### config.mk
export PLATFORM = sky130hd
export DESIGN_NAME = tphr_rem
export DESIGN_NICKNAME = d
export VERILOG_FILES = /design/src/hw/rtl/tphr_rem.sv
export SDC_FILE = /design/constraint.sdc
export NUM_CORES = 1
export LEC_CHECK = 0
export BUFFER_PORTS_ARGS = -buffer_cell sky130_fd_sc_hd__buf_2
export CAP_MARGIN = 20
export CORE_MARGIN = 4
export CORE_UTILIZATION = 55
export DETAILED_ROUTE_END_ITERATION = 6
export PLACE_DENSITY = 0.79
export SYNTH_ARGS = -nofsm -noshare
export SYNTH_HDL_FRONTEND = slang
export SYNTH_SLANG_ARGS = --single-unit
### constraint.sdc
create_clock -name clk -period 3.4 [get_ports clk]
set_clock_uncertainty 0.2 [all_clocks]
set_input_delay 0.68 -clock clk [delete_from_list [all_inputs] [get_ports clk]]
set_output_delay 0.68 -clock clk [all_outputs]
set_load 0.005 [all_outputs]
### src/hw/rtl/tphr_rem.sv
// Iterative remainder unit: num mod den, one restoring step per cycle.
// done pulses with rem valid after the last step. Uses no package.
module tphr_rem #(
  parameter int AW = 7,
  parameter int QW = AW + 1
) (
  input  logic          clk,
  input  logic          rst_n,
  input  logic          start,
  input  logic [QW-1:0] num,
  input  logic [QW-1:0] den,
  output logic          done,
  output logic [QW-1:0] rem
);

  localparam int DW = QW + AW;
  localparam int CW = $clog2(AW + 1);

  logic          busy_r, busy_nxt;
  logic          done_r, done_nxt;
  logic [CW-1:0] cnt_r, cnt_nxt;
  logic [QW-1:0] x_r, x_nxt;
  logic [DW-1:0] dv_r, dv_nxt;
  logic          ge;

  assign ge = DW'(x_r) >= dv_r;

  always_comb begin
    busy_nxt = busy_r;
    done_nxt = 1'b0;
    cnt_nxt  = cnt_r;
    x_nxt    = x_r;
    dv_nxt   = dv_r;
    if (start) begin
      busy_nxt = 1'b1;
      cnt_nxt  = CW'(AW);
      x_nxt    = num;
      dv_nxt   = DW'(den) << AW;
    end else if (busy_r) begin
      if (ge) begin
        x_nxt = x_r - dv_r[QW-1:0];
      end
      dv_nxt = dv_r >> 1;
      if (cnt_r == '0) begin
        busy_nxt = 1'b0;
        done_nxt = 1'b1;
      end else begin
        cnt_nxt = cnt_r - CW'(1);
      end
    end
  end

  always_ff @(posedge clk) begin
    if (!rst_n) begin
      busy_r <= 1'b0;
      done_r <= 1'b0;
      cnt_r  <= '0;
    end else begin
      busy_r <= busy_nxt;
      done_r <= done_nxt;
      cnt_r  <= cnt_nxt;
    end
  end

  always_ff @(posedge clk) begin
    x_r  <= x_nxt;
    dv_r <= dv_nxt;
  end

  assign done = done_r;
  assign rem  = x_r;

endmodule

# After elaboration in Yosys (flattened, before gate mapping)
# Index checks and enable logic that the tools add are counted.
# word_totals
out_inout_bits	9
register_bits	28
word_cells	30
input_bits	19
# classes
add_sub_neg	2
eq_ne	1
n_reduce_logical	6
magnitude_cmp	1
n_bitwise	2
mux	12
# ops
operator	count
two-way mux 15 bit	2
two-way mux 8 bit	3
>= comparator 8 x 15 -> 1 bit	1
two-way mux 3 bit	3
subtractor 8 bit	1
two-way mux 1 bit	4
AND reduction 2 bit	2
nonzero test 2 bit	2
zero test 3 bit	1
OR reduction 3 bit	1
subtractor 3 x 1 -> 3 bit (second input constant)	1
inequality test 2 bit (second input constant)	1
inverter 1 bit	2

# Logic depth before layout (Yosys ltp)
# Gate-level depths: netlist of the first run.
# depth
ltp_word	4
ltp_mapped	8
depth_no_buf	8

# Worst setup path after synthesis of the first run
# No wires, ideal clock.
# synth_path
path_kind	register to register
start	register x_r[4], in the netlist rem[4]
end	register x_r[0], in the netlist rem[0] (enable)
required_ns	2.814
slack_ns	0.918
path_stages_with_launch	6
synth_period_minus_slack_ns	2.482
arrival_ns	1.896
setup_time_ns	0.386
n_path_buf	0
path_cell_list	edfxtp_1 > ha_1 > a21oi_1 > o21ai_0 > nor3_1 > a211oi_1
# synth_via
elab_chain_cells	3
# synth_lines
item	line_no	source
start, declared	22	logic [QW-1:0] x_r, x_nxt;
start signal, assigned	66	x_r <= x_nxt;
>= comparator 8 x 15 -> 1 bit	26	assign ge = DW'(x_r) >= dv_r;
nonzero test 2 bit (no source line)	n/a	
AND reduction 2 bit (no source line)	n/a	
# No other way between the ends.
# A chain may end at the register's enable or synchronous reset.

# Final worst setup path of the first run
# layout_path
start	register dv_r[5]
end	register x_r[6], in the netlist rem[6] (enable)
# layout_via
elab_chain_cells	3
# layout_lines
item	line_no	source
start, declared	23	logic [DW-1:0] dv_r, dv_nxt;
start signal, assigned	67	dv_r <= dv_nxt;
>= comparator 8 x 15 -> 1 bit	26	
nonzero test 2 bit (no source line)	n/a	
AND reduction 2 bit (no source line)	n/a	
# No other way between the ends.

==> results.ini, run 1 <==
[status]
status=completed

[worst_setup_path]
cp_num_buf_inv=2
timing.rr.end=rem[6]
cp-start-kind=flip-flop
cp_cell_sequence=inv_1, ha_1, nand2_1, o21ai_0, nor3_1, a211oi_1, buf_4
cp_data_required_time_ns=3.27
r2r-start=dv_r[5]
reg2regPathDepth=7
timing_worst_setup_path_type=flip-flop to flip-flop
endpoint_kind=flip-flop
critPathSlowestCell=dfxtp_1
arrival_ns=2.21
max_stage_delay_ns=0.41
reg2reg_slack_ns=1.06
worst-path-max-fanout=8
cp_top_family=compound AO/OA/AOI/OAI gates

[cts]
post_cts_buffers=0
cts_sinks=28
cts-root-buf=clkbuf_4
numCtsBuffers=3
clock_latency_ns=0.34
h-tree-depth=1
hold_buffers=0
clk_path_buf_depth=2
clk_pin_slew_ns=0.16
tritoncts=yes
cts_resized=0

[synth]
synth_nets=181
ys_seq_elements=28
ys_warn_count=0
synthTopCellsByArea=edfxtp_1 (31%), dfxtp_1 (15%), ha_1 (8.0%), mux2i_1 (4.5%), a22o_1 (3.9%)
synth_cell_type_count=37
seq_area_frac_synth=0.461
syn_area_um2=1560
yosysTopAreaCellShare=0.307
yosys_most_used_dff=edfxtp_1
synth-async-reset-ratio=0
synth_top_area_cell=edfxtp_1
postSynthCellCount=151
yosys-top-cells-count=edfxtp_1 (16), dfxtp_1 (12), inv_1 (11)
syn_avg_cell_area_um2=10.4
yosysMostFrequentCell=edfxtp_1
synth_edf_count=16

[timing]
rsz0062_at_grt=false
whs_ns=0.324
worst_slew_pin_slew_ns=0.751
clock.fmax_mhz=428
finalCritPeriodShare=0.687
tns_ns=0
maxSlewViolCount=0
hold_violations=0
slew_headroom=0.499
fin_crit_ns=2.34
setup_viol=0

[power_and_ir_drop]
internal-power_uw=612
switching_share=0.280
p_clk_frac=0.265
p_per_area_nw_per_um2=485
p_leak_uw=0.000696
power.switching_uw=239
seq_power_share=0.494
comb_power_share=0.241
peakVddDrop_v=0.000423

[global_routing]
grt_max_degree=47
grt_pass1_vias=1123
antenna_found_initial=0
grt.total_usage=0.182
grt_overflow=0
grt_first_pass_wirelength_mm=5.04

[hold_path]
holdPathEnd=dv_r[0]
min_from=dv_r[0]
hold_path.class=flip-flop to flip-flop
holdPathStages=2

[die]
pin_count=28
die_w_um=61.3
die_h_um=61.3
initial_utilization=0.572
design.die.area_um2=3760
floorplan.core_area_um2=2730
row_count=19

[detailed_routing]
viasPerCell=5.77
drc=0
wire_per_inst_um=15.5
wl_mm=3.21
vias=1195
antenna_left=0
drt_iter0_drc=68
dr.pass1.iters=4

[finish]
drive_above_1_share=0.205
final_nets=207
areaGrowthSynthToFinish_pct=12.2
n_antenna_cell=0
final_cells=207

[place]
dp_cells=203
gp_congestion=0.881
hpwl_mm=2.42
portBuffers=27

[job]
max-cap-violations=0

[per-stage QoR]
stage	setup slack, ns	power [uW]	util	instance area [um^2]
after global placement	1.12	618	0.623	1700
final	1.06	851	0.642	1760
after detailed placement	1.06	634	0.623	1700
after floorplan	0.918	569	-	1560
after global routing	0.932	898	0.642	1760
after CTS	1.07	855	0.642	1760
[sequential cells by signal (all words and copies together), names as in the netlist]
register / flops
busy_r: 1
cnt_r: 3
done: 1
dv_r: 15
rem: 8
[cells in the final DEF (no fill, tap or decap), types with 3 or more instances in the layout]
cell type   n
nor4b_1     3
edfxtp_1   16
clkbuf_4    3
mux2i_1     7
nor2_1      9
a22o_1      7
nand2_1     9
dfxtp_1    12
a21oi_1     8
a211oi_1    6
ha_1       10
buf_2      27
nand2b_1    4
nor3b_1     4
inv_1      11
o21ai_0     6
nor3_1      5
o21a_1      4
[power groups by stage]
stage | Clock, uW | Combinational [uW] | Sequential (uW)
after CTS | 227 | 207 | 421
after floorplan | 0 | 148 | 422
after detailed placement | 0 | 206 | 428
after global placement | 0 | 193 | 425
final | 225 | 205 | 420
after global routing | 242 | 232 | 424
[how the worst max path moves through the flow]
stage	from	end	slack (ns)	cells past startpoint
after floorplan	rem[4]	rem[0]	0.92	5
after global placement	start	rem[0]	1.12	4
after detailed placement	start	rem[1]	1.06	4
after CTS	dv_r[5]	rem[1]	1.07	7
after global routing	dv_r[5]	rem[7]	0.93	7
final	dv_r[5]	rem[6]	1.06	7
[layer usage]
metal	global-route usage	routed length, um	up-vias
met5	0	0	-
met4	0.0557	38	0
met3	0.0294	135	5
met2	0.331	1690	23
met1	0.220	1350	567
li1	-	-	600
[worst min-delay path, stage by stage (launching register included)]
cell and delay [ns]:
dfxtp_1 0.36, mux2i_1 0.07, nor2_1 0.07
[cell families after synthesis]
| kind of cell | count (synthesis) | synth area share |
|---|---|---|
| adder cells (fa/ha/maj) | 11 | 0.0928 |
| XOR/XNOR | 3 | 0.0168 |
| buffers and inverters | 18 | 0.0536 |
| multiplexers | 8 | 0.0520 |
| AND/OR/NAND/NOR | 45 | 0.158 |
| AO/OA/AOI/OAI | 38 | 0.166 |
| flip-flops | 28 | 0.461 |
[final cells by class]
cell class              instances  area, um^2
clock buffers                   3        22.5
multi-input cells             105         759
inverters                      11        41.3
flip-flops and latches         28         721
well taps                      31        38.8
repair buffers                 28         143
clock inverters                 1        30.0
fillers                       217         978
Note: power is estimated with default switching activity, not from simulation.
==> run 2: changes to the inputs <==
Clock period 3.4 ns to 2.22 ns, I/O delays scaled along.
==> results.ini, run 2 (synthesized netlist as in run 1, its figures left out) <==
[status]
status=completed

[global_routing]
grt.total_usage=0.176
grt_first_pass_wirelength_mm=4.93
grt_max_degree=32
grt_overflow=0
antenna_found_initial=0
grt_pass1_vias=1200

[finish]
fill_cells=232
final_cells=210
drive_above_1_share=0.240
largest_reg_flops=15
final_nets=210
mostFrequentLayoutCells=buf_2 (27), edfxtp_1 (16), dfxtp_1 (12)
final_common_cell=buf_2
fin_util=0.655
largest_register=dv_r
areaGrowthSynthToFinish_pct=14.6
n_antenna_cell=0

[hold_path]
hold_path.class=input port to flip-flop
min_from=rst_n

[timing]
fin_crit_ns=2.09
slew_headroom=0.658
finalCritPeriodShare=0.943
maxSlewViolCount=0
hold_violations=0
setup_viol=0
clock.fmax_mhz=477
whs_ns=0.166
rsz0062_at_grt=true
setup_slack_ns=0.126
worst_slew_pin_slew_ns=0.513

[worst_setup_path]
cp-start-kind=flip-flop
timing_worst_setup_path_type=flip-flop to flip-flop
startpoint=rem[0]
endpoint_kind=flip-flop
worst-path-max-fanout=3
crit_end=rem[4]
arrival_ns=1.99
cp_data_required_time_ns=2.11
reg2regPathDepth=8
reg2reg_slack_ns=0.13
timing.rr.end=rem[4]
r2r-start=rem[0]

[cts]
tritoncts=yes
cts-root-buf=clkbuf_4
clk_pin_slew_ns=0.15
h-tree-depth=1
cts_sinks=28
hold_buffers=0
clock_latency_ns=0.33
numCtsBuffers=3
cts_resized=1
post_cts_buffers=0
clk_path_buf_depth=2

[place]
gp_congestion=0.847
hpwl_mm=2.33
post-place-ws_ns=0.00993
portBuffers=27
dp_cells=206

[die]
design.die.area_um2=3760
die_h_um=61.3
floorplan.core_area_um2=2730
die_w_um=61.3
row_count=19
pin_count=28
initial_utilization=0.572

[detailed_routing]
drc=0
dr.pass1.iters=4
wire_per_inst_um=14.5
vias=1210
wl_mm=3.04
drt_iter0_drc=58
viasPerCell=5.76
antenna_left=0

[job]
max-cap-violations=0

[power_and_ir_drop]
p_per_area_nw_per_um2=726
seq_power_share=0.489
internal-power_uw=947
comb_power_share=0.256
power.switching_uw=354
switching_share=0.272
p_leak_uw=0.000712
p_clk_frac=0.255
peakVddDrop_v=0.000539

[run 2: worst min-delay path by stage]
stage / endpoint / slack, ns / cells past startpoint
after global routing: busy_r / 0.16 / 2
after global placement: dv_r[6] / 0.30 / 2
after floorplan: dv_r[0] / 0.26 / 2
final: cnt_r[1] / 0.17 / 2
after detailed placement: dv_r[6] / 0.31 / 2
after CTS: busy_r / 0.16 / 2
[run 2: stage by stage]
stage	setup TNS (ns)	area [um^2]	power (uW)
6_report	0	1790	1300
5_1_grt	-0.000241	1790	1380
4_1_cts	0	1780	1310
3_5_place_dp	0	1730	975
3_3_place_gp	0	1730	959
2_1_floorplan	0	1570	874
[run 2: critical path, stage by stage, from the launching register on]
cell and delay (ns):
edfxtp_1 0.40, inv_1 0.07, ha_1 0.15, inv_1 0.05
fa_2 0.37, a21o_2 0.21, a21oi_2 0.14, xor2_1 0.17
o21ai_0 0.10
[run 2: final cells by class]
class                   count  area [um^2]  area share
flip-flops and latches     28          721       0.402
inverters                  11         41.3      0.0230
well taps                  31         38.8      0.0216
multi-input cells         105          773       0.432
clock inverters             1         30.0      0.0168
repair buffers             31          165      0.0922
clock buffers               3         22.5      0.0126
[run 2: routing by layer]
metal	share of wire	GRT usage	wire [um]
met5	0	0	0
met4	0.0059	0.0619	18
met3	0.036	0.0231	110
met2	0.52	0.325	1560
met1	0.44	0.208	1340
[run 2: power groups by stage]
stage | combinational, uW | sequential [uW] | clock, uW
2_1_floorplan | 229 | 646 | 0
3_3_place_gp | 315 | 644 | 0
3_5_place_dp | 326 | 648 | 0
4_1_cts | 329 | 637 | 339
5_1_grt | 378 | 643 | 359
6_report | 333 | 636 | 332
==> run 3: changes to the inputs <==
Settings changed: ABC_AREA set to 1, CORE_UTILIZATION 55 to 54, PLACE_DENSITY 0.79 to 0.78, RECOVER_POWER set to 100.
==> results.ini, run 3 <==
[finish]
n_antenna_cell=0
largest_register=dv_r
drive_above_1_share=0.160
areaGrowthSynthToFinish_pct=13.6
final_nets=237
fill_cells=211
final_cells=236
design_area_um2=1690
mostFrequentLayoutCells=nand2_1 (53), inv_1 (27), buf_2 (22)
largest_reg_flops=15
final_common_cell=nand2_1

[synth]
syn_avg_cell_area_um2=8.46
yosysTopAreaCellShare=0.323
synth_nets=206
syn_area_um2=1490
synth_edf_count=16
yosys-top-cells-count=nand2_1 (52), inv_1 (27), edfxtp_1 (16)
ys_warn_count=0
seq_area_frac_synth=0.484
synth-async-reset-ratio=0
yosys_most_used_dff=edfxtp_1
yosysMostFrequentCell=nand2_1
postSynthCellCount=176
synth_cell_type_count=23
synthTopCellsByArea=edfxtp_1 (32%), dfxtp_1 (16%), nand2_1 (13%), ha_1 (8.4%), inv_1 (6.8%)
ys_seq_elements=28
synth_top_area_cell=edfxtp_1

[die]
floorplan.core_area_um2=2540
row_count=18
design.die.area_um2=3660
pin_count=28
die_h_um=60.5
initial_utilization=0.585
die_w_um=60.5

[power_and_ir_drop]
internal-power_uw=817
p_clk_frac=0.266
switching_share=0.275
p_per_area_nw_per_um2=666
comb_power_share=0.193
p_total_uw=1130
p_leak_uw=0.000777
peakVddDrop_v=0.000450
seq_power_share=0.541
power.switching_uw=309

[timing]
whs_ns=0.154
finalCritPeriodShare=0.931
hold_violations=0
setup_viol=0
tns_ns=0
maxSlewViolCount=0
slew_headroom=0.482
worst_slew_pin_slew_ns=0.776
fin_crit_ns=2.07
clock.fmax_mhz=484
rsz0062_at_grt=false

[detailed_routing]
dr.pass1.iters=4
antenna_left=0
wl_mm=3.04
drt_iter0_drc=38
wl_met1_mm=1.37
vias=1246
viasPerCell=5.28
met3_length_um=129
drc=0
dr.max_layer_used=met4
wire_per_inst_um=12.9
wl_met2_mm=1.48

[global_routing]
grt.total_usage=0.180
antenna_found_initial=0
grt_max_degree=19
grt_pass1_vias=1196
grt_first_pass_wirelength_mm=4.99
grt_overflow=0

[worst_setup_path]
worst-path-max-fanout=3
endpoint_kind=flip-flop
arrival_ns=1.99
cp-start-kind=flip-flop
cp_data_required_time_ns=2.14
timing_worst_setup_path_type=flip-flop to flip-flop

[cts]
cts_sinks=28
numCtsBuffers=3
clk_path_buf_depth=2
hold_buffers=0
h-tree-depth=1
clk_pin_slew_ns=0.16
cts-root-buf=clkbuf_4
clock_latency_ns=0.34
tritoncts=yes

[job]
max-cap-violations=0

[place]
portBuffers=27
dp_cells=232
hpwl_mm=2.24
gp_congestion=0.878
placed_area_um2=1660

[hold_path]
hold_path.class=input port to flip-flop

[status]
status=completed

==> run 3: metrics by stage <==
stage          worst slack [ns]  utilization
2_1_floorplan             0.303            -
3_5_place_dp             0.0803        0.651
6_report                  0.154        0.665
5_1_grt                  0.0197        0.665
4_1_cts                  0.0618        0.670
3_3_place_gp              0.181        0.651
==> run 3: what timing repair did <==
item / 4_1_cts / 5_1_grt
endpoints found under the setup margin: 0 / 8
setup buffers: 0 / 0
gates resized for setup: 0 / 2
==> run 3: area by class of cell <==
type / instances / area [um^2] / area share
flip-flops and latches: 28 / 721 / 0.426
well taps: 30 / 37.5 / 0.0222
clock buffers: 4 / 47.5 / 0.0281
repair buffers: 30 / 144 / 0.0851
inverters: 28 / 108 / 0.0636
multi-input cells: 116 / 634 / 0.375
==> run 3: critical path, cell delays in order (launching register included) <==
cell and delay [ns]:
edfxtp_1 0.44, inv_1 0.08, ha_1 0.13, inv_1 0.06, fa_1 0.39, nand2_1 0.11
nand2_1 0.10, nand3b_1 0.12, nand3b_1 0.08, nand3_1 0.09, nand2_1 0.05
==> run 3: kinds of logic (layout without fill, tap and decap cells) <==
logic type                 after synthesis  in the layout  synth area share
DFF                                     28             28             0.484
AOI/OAI and AO/OA                       29             29             0.108
and+or+nand+nor                         76             76             0.221
adders and majority gates               11             11            0.0975
buffers and inverters                   32             62            0.0899
==> run 3: path summary, 6_finish.rpt <==
kind,start,endpoint,slack [ns],cells after the start
worst max register to register,rem[0],rem[6],0.15,10
worst min-delay path,rst_n,cnt_r[0],0.15,3
worst min register to register,cnt_r[0],cnt_r[0],0.28,1
worst max-delay path,rem[0],rem[6],0.15,10
==> run 3: power by group through the flow <==
| stage | sequential, uW | combinational, uW | clock, uW |
|---|---|---|---|
| 2_1_floorplan | 620 | 153 | 0 |
| 3_3_place_gp | 619 | 211 | 0 |
| 3_5_place_dp | 621 | 219 | 0 |
| 4_1_cts | 609 | 221 | 305 |
| 5_1_grt | 613 | 254 | 319 |
| 6_report | 609 | 217 | 300 |
==> run 3: per-layer routing <==
layer  global-route usage  up-vias
li1                     -      646
met2                0.304       24
met5                    0        -
met3               0.0234        7
met1                0.233      569
met4               0.0743        0
